==> config.mk <==
export PLATFORM = sky130hd
export DESIGN_NAME = priority_task_table_unit
export DESIGN_NICKNAME = d
export VERILOG_FILES = /design/src/sv/ptt_pkg.sv /design/src/sv/ptt_entry_ram.sv /design/src/sv/priority_task_table_unit.sv
export VERILOG_INCLUDE_DIRS = /design/src /design/src/sv
export SDC_FILE = /design/constraint.sdc
export NUM_CORES = 1
export LEC_CHECK = 0
export BUFFER_PORTS_ARGS = -buffer_cell sky130_fd_sc_hd__buf_2
export CAP_MARGIN = 10
export CORE_MARGIN = 2
export CORE_UTILIZATION = 60
export DETAILED_ROUTE_END_ITERATION = 16
export PLACE_DENSITY = 0.75
export RECOVER_POWER = 50
export SYNTH_ARGS = -nofsm -noshare
export SYNTH_HDL_FRONTEND = slang
export SYNTH_HIERARCHICAL = 1
export SYNTH_SLANG_ARGS = --single-unit
==> constraint.sdc <==
create_clock -name clk -period 11.6 [get_ports clk]
set_clock_uncertainty 0.2 [all_clocks]
set_input_delay 2.32 -clock clk [delete_from_list [all_inputs] [get_ports clk]]
set_output_delay 2.32 -clock clk [all_outputs]
set_load 0.05 [all_outputs]
==> src/sv/priority_task_table_unit_assert.svh <==
// Assertion macros for the priority task table.
// Uses the clk and rst signals of the module that includes it.
`ifndef PRIORITY_TASK_TABLE_UNIT_ASSERT_SVH
`define PRIORITY_TASK_TABLE_UNIT_ASSERT_SVH

// The condition must hold in the same cycle as the trigger.
`define PTT_ASSERT_SAME(name, trig, cond) \
  name: assert property (@(posedge clk) disable iff (rst) (trig) |-> (cond)) \
    else $error("priority_task_table_unit: same-cycle check failed");

// The condition must hold in the cycle after the trigger.
`define PTT_ASSERT_NEXT(name, trig, cond) \
  name: assert property (@(posedge clk) disable iff (rst) (trig) |=> (cond)) \
    else $error("priority_task_table_unit: next-cycle check failed");

`endif

==> src/sv/ptt_pkg.sv <==
// Shared types, codes and helpers for the priority task table.
// No dependencies; used by ptt_entry_ram and priority_task_table_unit.
package ptt_pkg;

  localparam int TAG_W       = 16;
  localparam int PRIO_W      = 4;
  localparam int MAX_RESULTS = 16;
  localparam int N_W         = $clog2(MAX_RESULTS + 1);

  localparam logic [1:0] FUNC_ADD  = 2'd0;
  localparam logic [1:0] FUNC_EXEC = 2'd1;
  localparam logic [1:0] FUNC_LIST = 2'd2;

  localparam logic [1:0] STATUS_OK   = 2'd0;
  localparam logic [1:0] STATUS_FULL = 2'd1;
  localparam logic [1:0] STATUS_NONE = 2'd2;

  localparam logic [PRIO_W-1:0] PRIO_MIN = 4'd1;
  localparam logic [PRIO_W-1:0] PRIO_MAX = 4'd10;

  typedef struct packed {
    logic              done;
    logic [PRIO_W-1:0] prio;
    logic [TAG_W-1:0]  tag;
  } entry_t;

  function automatic logic [PRIO_W-1:0] clamp_prio(input logic [PRIO_W-1:0] p);
    logic [PRIO_W-1:0] r;
    r = p;
    if (p < PRIO_MIN) r = PRIO_MIN;
    if (p > PRIO_MAX) r = PRIO_MAX;
    return r;
  endfunction

endpackage

==> src/sv/ptt_entry_ram.sv <==
// Entry memory of the task table: one write port and one registered read port.
// Depends on ptt_pkg for the entry layout.
module ptt_entry_ram #(
  parameter int DEPTH = 16,
  parameter int AW    = 4
) (
  input  logic             clk,
  input  logic             we,
  input  logic [AW-1:0]    waddr,
  input  ptt_pkg::entry_t  wdata,
  input  logic [AW-1:0]    raddr,
  output ptt_pkg::entry_t  rdata
);

  ptt_pkg::entry_t mem [DEPTH];

  always_ff @(posedge clk) begin
    if (we) begin
      mem[waddr] <= wdata;
    end
    rdata <= mem[raddr];
  end

endmodule

==> src/sv/priority_task_table_unit.sv <==
// Top level of the priority task table: command sequencer and scan unit.
// Depends on ptt_pkg, ptt_entry_ram and priority_task_table_unit_assert.svh.
//
//   Channel  Handshake            Payload
//   command  start / busy         func, task_tag, task_priority
//   result   strobe (one cycle)   status, out_tag, out_priority, last
//
// An add's result is registered and appears in the cycle after the add is accepted.
// An execute or a list walks the entries, one per cycle, through the single read
// port of the entry memory; a list walks them once for each priority and stops
// early once it has found MAX_RESULTS entries.
// An empty table answers execute and list directly from the idle state, without a scan.
// Reset clears the entry count but not the memory; the memory needs no clearing pass.
// Results cannot be stalled and each is shown for exactly one cycle.
`include "priority_task_table_unit_assert.svh"

module priority_task_table_unit #(
  parameter int CAPACITY = 16
) (
  input  logic        clk,
  input  logic        rst,
  input  logic        start,
  output logic        busy,
  input  logic [1:0]  func,
  input  logic [15:0] task_tag,
  input  logic [3:0]  task_priority,
  output logic        strobe,
  output logic [1:0]  status,
  output logic [15:0] out_tag,
  output logic [3:0]  out_priority,
  output logic        last
);

  localparam int IDX_W = (CAPACITY > 1) ? $clog2(CAPACITY) : 1;
  localparam int CNT_W = $clog2(CAPACITY + 1);

  typedef enum logic [1:0] {S_IDLE, S_SCAN, S_FINISH} state_t;

  state_t                         state;
  logic                           is_list;
  logic [CNT_W-1:0]               entry_count;
  logic                           iss_on;
  logic [IDX_W-1:0]               iss_idx;
  logic [ptt_pkg::PRIO_W-1:0]     iss_pass;
  logic                           rd_vld;
  logic [IDX_W-1:0]               rd_idx;
  logic [ptt_pkg::PRIO_W-1:0]     rd_pass;
  logic                           best_found;
  logic [IDX_W-1:0]               best_idx;
  logic [ptt_pkg::PRIO_W-1:0]     best_prio;
  logic [ptt_pkg::TAG_W-1:0]      best_tag;
  logic                           pend_vld;
  logic [ptt_pkg::PRIO_W-1:0]     pend_prio;
  logic [ptt_pkg::TAG_W-1:0]      pend_tag;
  logic [ptt_pkg::N_W-1:0]        n_found;

  logic                           accept;
  logic                           has_room;
  logic [IDX_W-1:0]               last_idx;
  logic                           hit_exec;
  logic                           hit_list;
  logic                           list_full;
  logic                           we;
  logic [IDX_W-1:0]               waddr;
  ptt_pkg::entry_t                wdata;
  ptt_pkg::entry_t                rd_word;

  assign busy      = (state != S_IDLE);
  assign accept    = start && !busy;
  assign has_room  = (entry_count < CNT_W'(CAPACITY));
  assign last_idx  = IDX_W'(entry_count - CNT_W'(1));
  assign hit_exec  = rd_vld && !rd_word.done && (!best_found || (rd_word.prio < best_prio));
  assign hit_list  = rd_vld && !rd_word.done && (rd_word.prio == rd_pass);
  assign list_full = (n_found == ptt_pkg::N_W'(ptt_pkg::MAX_RESULTS - 1));

  always_comb begin
    we         = 1'b0;
    waddr      = entry_count[IDX_W-1:0];
    wdata.done = 1'b0;
    wdata.prio = ptt_pkg::clamp_prio(task_priority);
    wdata.tag  = task_tag;
    if (accept && (func == ptt_pkg::FUNC_ADD) && has_room) begin
      we = 1'b1;
    end else if ((state == S_FINISH) && !is_list && best_found) begin
      we         = 1'b1;
      waddr      = best_idx;
      wdata.done = 1'b1;
      wdata.prio = best_prio;
      wdata.tag  = best_tag;
    end
  end

  ptt_entry_ram #(
    .DEPTH (CAPACITY),
    .AW    (IDX_W)
  ) u_ram (
    .clk   (clk),
    .we    (we),
    .waddr (waddr),
    .wdata (wdata),
    .raddr (iss_idx),
    .rdata (rd_word)
  );

  always_ff @(posedge clk) begin
    if (rst) begin
      state       <= S_IDLE;
      is_list     <= 1'b0;
      strobe      <= 1'b0;
      entry_count <= '0;
      iss_on      <= 1'b0;
      rd_vld      <= 1'b0;
      best_found  <= 1'b0;
      pend_vld    <= 1'b0;
      n_found     <= '0;
    end else begin
      strobe  <= 1'b0;
      rd_vld  <= iss_on && (state == S_SCAN);
      rd_idx  <= iss_idx;
      rd_pass <= iss_pass;
      case (state)
        S_IDLE: begin
          if (accept) begin
            case (func)
              ptt_pkg::FUNC_ADD: begin
                strobe       <= 1'b1;
                last         <= 1'b1;
                out_tag      <= '0;
                out_priority <= '0;
                if (has_room) begin
                  status      <= ptt_pkg::STATUS_OK;
                  entry_count <= entry_count + CNT_W'(1);
                end else begin
                  status <= ptt_pkg::STATUS_FULL;
                end
              end
              ptt_pkg::FUNC_EXEC, ptt_pkg::FUNC_LIST: begin
                is_list    <= (func == ptt_pkg::FUNC_LIST);
                best_found <= 1'b0;
                pend_vld   <= 1'b0;
                n_found    <= '0;
                iss_idx    <= '0;
                iss_pass   <= ptt_pkg::PRIO_MIN;
                if (entry_count == '0) begin
                  strobe       <= 1'b1;
                  last         <= 1'b1;
                  status       <= ptt_pkg::STATUS_NONE;
                  out_tag      <= '0;
                  out_priority <= '0;
                end else begin
                  iss_on <= 1'b1;
                  state  <= S_SCAN;
                end
              end
              default: begin
              end
            endcase
          end
        end
        S_SCAN: begin
          if (iss_on) begin
            if (iss_idx == last_idx) begin
              if (!is_list || (iss_pass == ptt_pkg::PRIO_MAX)) begin
                iss_on <= 1'b0;
              end else begin
                iss_idx  <= '0;
                iss_pass <= iss_pass + ptt_pkg::PRIO_W'(1);
              end
            end else begin
              iss_idx <= iss_idx + IDX_W'(1);
            end
          end
          if (!is_list && hit_exec) begin
            best_found <= 1'b1;
            best_idx   <= rd_idx;
            best_prio  <= rd_word.prio;
            best_tag   <= rd_word.tag;
          end
          if (is_list && hit_list) begin
            if (pend_vld) begin
              strobe       <= 1'b1;
              last         <= 1'b0;
              status       <= ptt_pkg::STATUS_OK;
              out_tag      <= pend_tag;
              out_priority <= pend_prio;
            end
            pend_vld  <= 1'b1;
            pend_tag  <= rd_word.tag;
            pend_prio <= rd_word.prio;
            n_found   <= n_found + ptt_pkg::N_W'(1);
          end
          if (is_list && hit_list && list_full) begin
            iss_on <= 1'b0;
            state  <= S_FINISH;
          end else if (!iss_on && !rd_vld) begin
            state <= S_FINISH;
          end
        end
        S_FINISH: begin
          strobe <= 1'b1;
          last   <= 1'b1;
          state  <= S_IDLE;
          if (is_list ? pend_vld : best_found) begin
            status       <= ptt_pkg::STATUS_OK;
            out_tag      <= is_list ? pend_tag : best_tag;
            out_priority <= is_list ? pend_prio : best_prio;
          end else begin
            status       <= ptt_pkg::STATUS_NONE;
            out_tag      <= '0;
            out_priority <= '0;
          end
        end
        default: begin
          state <= S_IDLE;
        end
      endcase
    end
  end

  `PTT_ASSERT_SAME(a_count_range, 1'b1, entry_count <= CNT_W'(CAPACITY))
  `PTT_ASSERT_SAME(a_error_is_last, strobe && (status != ptt_pkg::STATUS_OK), last)
  `PTT_ASSERT_NEXT(a_finish_emits, state == S_FINISH, (state == S_IDLE) && strobe && last)
  `PTT_ASSERT_SAME(a_pass_range, iss_on, (iss_pass >= ptt_pkg::PRIO_MIN) && (iss_pass <= ptt_pkg::PRIO_MAX))
  `PTT_ASSERT_SAME(a_pending_counted, is_list && pend_vld && (state == S_SCAN), n_found != '0)

endmodule

# Word level (Yosys, flattened, before mapping)
# Memory sizes are Yosys's and may differ from the RTL's. A register that Yosys moved wholly into a read port is not among the register bits.
# Cells that the tools add are included.
[totals] register_bits=101 ram_bits=336 input_bits=25 output_inout_bits=25 wordCells=176 n_memories=1
[op_classes] addsub=5 order_cmp=4 n_eq_ne=21 muxes=83 bitwise=1 reduce_logical=39
[mem_list] name="u_ram.mem" words=16 word_bits=21 read_ports=1 rd_ports_with_merged_regs=1 write_ports=1 line="ptt_entry_ram.sv:15" text="ptt_pkg::entry_t mem [DEPTH];"
[ops] op="$mux W16" n=6
[ops] op="$mux W4" n=20
[ops] op="$pmux W16 S3" n=1
[ops] op="$mux W21" n=2
[ops] op="$pmux W16 S2" n=1
[ops] op="$mux W1" n=25
[ops] op="$pmux W4 S2" n=3
[ops] op="$mux W2" n=10
[ops] op="$reduce_and A4 Y1" n=5
[ops] op="$mux W5" n=3
[ops] op="$reduce_and A7 Y1" n=2
[ops] op="$logic_and A1 B1 Y1" n=13
[ops] op="$pmux W4 S3" n=1
[ops] op="$add A5 B1 Y5 const B" n=2
[ops] op="$ne A2 B2 Y1 const B" n=5
[ops] op="$pmux W1 S2" n=5
[ops] op="$pmux W5 S2" n=1
[ops] op="$reduce_and A3 Y1" n=3
[ops] op="$add A4 B1 Y4 const B" n=2
[ops] op="$eq A4 B4 Y1" n=2
[ops] op="$ne A2 B1 Y1 const B" n=4
[ops] op="$pmux W2 S2" n=2
[ops] op="$logic_not A1 Y1" n=6
[ops] op="$ne A3 B3 Y1 const B" n=2
[ops] op="21 further kinds" n=27

# Depth between registers and ports, before layout
[depth] word_depth=8 depth_mapped=11 depth_no_buf=8

# By module
# Netlist, hierarchy kept.
[by_module_without_submodules] mod="ptt_entry_ram" n_inst=1 cells_each=557 area_per_inst_um2=13277.7 seq_area_each_um2=10510.1
[by_module_without_submodules] mod="priority_task_table_unit" n_inst=1 cells_each=383 area_per_inst_um2=4885.9 seq_area_each_um2=2852.7

# Least setup slack after synthesis
# Ideal clock, no wire load.
[synth_path] path_type="input to register" startpoint="input port func[0]" endpoint="memory u_ram/mem[0][0] (netlist bit), enable pin" setup_ns=0.425 arrival_ns=5.512 required_ns=10.975 slack_ns=5.462 cell_stages=9 n_path_buf=2 cell_sequence="inv_1 ha_1 and4b_1 buf_2 nor2_1 buf_4 mux2_1 or3b_1 nor3_1"
[synth_via] word_cells_on_any_way=7 cone_classes="4 x mux; 3 x reduce/logical"
[synth_rtl] element="start, declared" line="priority_task_table_unit.sv:24" text="input logic [1:0] func,"
[synth_rtl] element="$logic_not A2 Y1" line="priority_task_table_unit.sv:82" text="if (accept && (func == ptt_pkg::FUNC_ADD) && has_room) begin"
[synth_rtl] element="$logic_and A1 B1 Y1 (2 in series)" line="priority_task_table_unit.sv:82"
[synth_rtl] element="$mux W4" line="priority_task_table_unit.sv:82"
[synth_rtl] element="named net waddr[2]" line="priority_task_table_unit.sv:64" text="logic [IDX_W-1:0] waddr;"
[synth_rtl] element="end, declared" line="ptt_entry_ram.sv:15"
# The timed path passes the listed nets, and every way through them passes these cells.

# Worst setup path after layout
[layout_path] startpoint="register iss_idx[0]" endpoint="register iss_pass[1] (netlist bit), enable pin"
[layout_via] elab_chain_len=3
[layout_rtl] element="start, declared" line="priority_task_table_unit.sv:43" text="logic [IDX_W-1:0] iss_idx;"
[layout_rtl] element="start signal, assigned" line="priority_task_table_unit.sv:170" text="iss_idx <= iss_idx + IDX_W'(1);"
[layout_rtl] element="$eq A4 B4 Y1" line="priority_task_table_unit.sv:162" text="if (iss_idx == last_idx) begin"
[layout_rtl] element="$ne A2 B1 Y1 (no source line)"
[layout_rtl] element="$reduce_and A7 Y1 (no source line)"
[layout_rtl] element="end signal, assigned" line="priority_task_table_unit.sv:143" text="iss_pass <= ptt_pkg::PRIO_MIN;"
[layout_rtl] element="end signal, assigned" line="priority_task_table_unit.sv:167" text="iss_pass <= iss_pass + ptt_pkg::PRIO_W'(1);"
[layout_rtl] element="end, declared" line="priority_task_table_unit.sv:44" text="logic [ptt_pkg::PRIO_W-1:0] iss_pass;"
# Every way passes these cells.
# A chain may end at the register's enable or synchronous reset.

==> run summary <==
==================================================================================
Share of layout cells above drive strength 1                                17.84%
Gate count after technology mapping                                            940
CP delay by family, top                                               buffers and inverters
Overall global routing resource usage                                       24.70%
Die Outline Area                                                      0.03168 mm^2
Post-detailed-routing wire length                                         37950 um
Number of global-route vias before repair                                     9073
Setup repair after global routing missed its margin                          false
Vias/cell                                                                    6.394
Final period util                                                           61.84%
Initial antenna violation count                                                  0
DP Wirelength                                                             23420 um
Number of pins exceeding their max-slew limit in the final report              244
RR Endpoint                                                           iss_pass[1]$_SDFFCE_PN0P_
Routability congestion estimate                                             0.8365
Filler-free cell count of the finished design                                 1445
I/O pin cnt                                                                     50
Max-cap check violation count                                                    6
Most used flip-flop cell after synthesis                                  edfxtp_1
Number of fill cells in the layout                                            1862
Transition time at the pin with the least slew margin                      3904 ps
Category of the most critical setup path                                reg -> reg
Reg-to-reg setup timing slack                                              4430 ps
Floorplan die height                                                      178.0 um
Congestion Overflow GR                                                           0
Number of H-tree levels                                                          2
Worst path buffer plus inverter count                                            2
Setup-violating endpoint count in the final report                               0
Startpoint kind of the worst setup timing path                                flop
Synthesized cell area                                                 0.01816 mm^2
Area growth syn-to-layout                                                   11.95%
#FFs+latches synth                                                             458
Number of warnings reported in the yosys synthesis log                           6
Number of synthesized flops with an enable pin                                 419
Crit-path max cell delay                                                   2880 ps
Cell types with the largest area share after synthesis                edfxtp_1 (69%), mux4_2 (5.8%), mux4_1 (5.4%)
Endpoint required time on the critical path                               11630 ps
Final critical-path required period                                        7174 ps
Clk_lat worst skew                                                          540 ps
Routed via count                                                              9240
Clock root buffer                                                        clkbuf_16
Worst Hold Path EP                                                    pend_tag[0]$_DFFE_PP_
Post-synth net total                                                           983
Initial Utilization                                                         61.12%
Maximum fanout along the worst path                                             53
Maximum ir drop on the vdd rail                                          0.1388 mV
TritonCTS clock tree                                                           yes
Result of the run                                                     finished, violations left
Area used by multi-input combinational logic                          0.004486 mm^2
Hold buffers post-CTS                                                            0
Row Count                                                                       63
Violations in the final reports                                       capacitance limit, slew limit
Maximum count of clock buffers along a single path                               3
Critical register-to-register path startpoint                         iss_idx[0]$_SDFFCE_PP0P_
Crit path capture type                                                        flop
Clk slew on worst S/H paths                                                  60 ps
Area share of the leading cell type in the synthesized netlist              69.27%
# placed instances                                                            1358
Num Clock Sinks                                                                458
Setup tns final                                                               0 ps
Remaining number of nets flagged by the antenna check after routing              0
Pin count of the biggest net entering global routing                            54
Number of hold-slack violations in the final timing report                       0
Arrival time worst endpoint                                                7200 ps
Critical Path Slowest Stage Cell                                          clkbuf_1
Number of cells on the worst hold path                                           0
Yosys top cell by area                                                    edfxtp_1
Cell breakdown of the critical path                                   clkbuf_1, clkbuf_1, xor2_1, nand3_1, o21ai_0, and4_1
CP dominant cell by count                                                 clkbuf_1
Headroom to the max-slew limit                                             -160.2%
Number of iterations in the first detailed-routing pass                          5
Async SR Flop Fraction                                                          0%
Number of design rule violations left after detail routing                       0
Area of the core region                                               0.02972 mm^2
Global-route wire length before repair                                    56570 um
Leakage dissipation                                                       6.692 nW
Number of clock buffers inserted by TritonCTS                                   46
Routed length per placed instance                                         26.26 um
Depth of the worst register-to-register path                                     6
Area occupied by registers                                            0.01336 mm^2
Hold crit path type                                                     reg -> reg
CTS-repair resized insts                                                         0
Worst min-delay path startpoint                                       u_ram/rdata[0]$_DFF_P_
Number of unique standard cell types used by synthesis                          61
Top achievable clock speed                                               139.4 MHz
Average cell area after synthesis                                       19.32 um^2
Share of synthesized area occupied by flip-flops and latches                73.57%
Power per cell area                                                   170.2 mW/mm^2
NumNets Final                                                                 1061
Buffers inserted by post-CTS timing repair                                       0
First-iteration detailed-routing DRC count                                     999
Count of buffers from port buffering                                            49
DIE WIDTH                                                                 178.0 um
==================================================================================
==> synth_stat cells, drive strengths merged (2+ instances only) <==
master   number
a21oi        11
a21bo         2
nand3b        4
edfxtp      419
and3          2
nand3         9
xnor2         6
a41o          2
mux2i         4
o21ai        12
nor2         32
nand2b        6
xor2         10
a21boi        2
nand4         3
clkbuf       20
inv          19
a211oi        4
mux2         36
a31oi         3
a22oi        62
dfxtp        39
nor2b        24
buf          28
ha           18
nor3         12
and4b         2
a21o          2
o2bb2ai       3
a311oi        2
nand2        38
mux4         84
==> registers in the layout (all words and copies together) (netlist names), 5 cells and up <==
signal and count:
entry_count 5, pend_tag 16, best_tag 16, n_found 5, out_tag 16, u_ram/mem 336
u_ram/rdata 21
==> stage by stage <==
stage | total power [mW] | hold slack [ps] | instance area [um^2] | setup WS, ps | util [%]
floorplan | 1.979 | 200.3 | 18160 | 5462 | -
global placement | 2.024 | 207.0 | 18860 | 5544 | 63.48
detailed placement | 2.028 | 207.2 | 18860 | 5460 | 63.48
CTS | 3.477 | 231.8 | 20370 | 5981 | 68.55
global route | 3.555 | 236.2 | 20330 | 3544 | 68.42
finish | 3.461 | 230.8 | 20330 | 4426 | 68.43
==> worst max path at each step <==
stage	from	end	slack (ps)	depth (start not counted)
final	iss_idx[0]$_SDFFCE_PP0P_	iss_pass[1]$_SDFFCE_PN0P_	4430	6
after global routing	iss_idx[0]$_SDFFCE_PP0P_	iss_pass[1]$_SDFFCE_PN0P_	3540	6
after CTS	func[0]	u_ram/mem[3][10]$_DFFE_PP_	5980	9
after detailed placement	func[0]	u_ram/mem[2][16]$_DFFE_PP_	5460	9
after global placement	func[0]	u_ram/mem[2][15]$_DFFE_PP_	5540	9
after floorplan	func[0]	u_ram/mem[0][0]$_DFFE_PP_	5460	9
==> logic make-up after synthesis <==
kind of cell	Yosys count	share of synthesized area, %
flip-flops	458	73.57
AO/OA/AOI/OAI	115	4.595
buffers and inverters	67	2.135
adder cells (fa/ha/maj)	18	1.240
multiplexers	124	13.63
AND/OR/NAND/NOR	141	3.933
XOR/XNOR	17	0.8955
==> placed cells by master (no fill, tap or decap), drive strengths merged, types with 24 or more instances in the layout <==
master  instances
nor2b          24
mux4           84
clkbuf         96
a22oi          62
nor2           32
mux2           36
buf            44
edfxtp        419
dfxtp          39
nand2          38
==> layer usage <==
metal	global-route usage (%)	wire (um)	vias up
met5	0	0	-
met1	37.39	16390	4813
met3	4.433	3063	48
li1	-	-	3996
met2	38.16	17810	383
met4	5.874	686	0
==> final cells by class <==
cell class | instances | share of cell area [%]
multi-input cells | 415 | 22.06
repair buffers | 78 | 2.043
well taps | 390 | 2.400
inverters | 19 | 0.3507
diodes | 1 | 0.01231
clock buffers | 62 | 6.356
clock inverters | 22 | 1.064
flip-flops and latches | 458 | 65.71
==> where the power goes <==
| group | internal, mW | switching (mW) |
|---|---|---|
| combinational | 0.0575 | 0.105 |
| sequential | 1.82 | 0.0116 |
| clock | 0.870 | 0.594 |
==> worst reg2reg max path: cells and delay by family, from the launching register on <==
kind            cells  cell delay [ps]
xor+xnor            1              230
flops               1              330
buf+inv             2             4970
compound gates      1              530
simple gates        2              610
(Power assumes the default switching activity.)
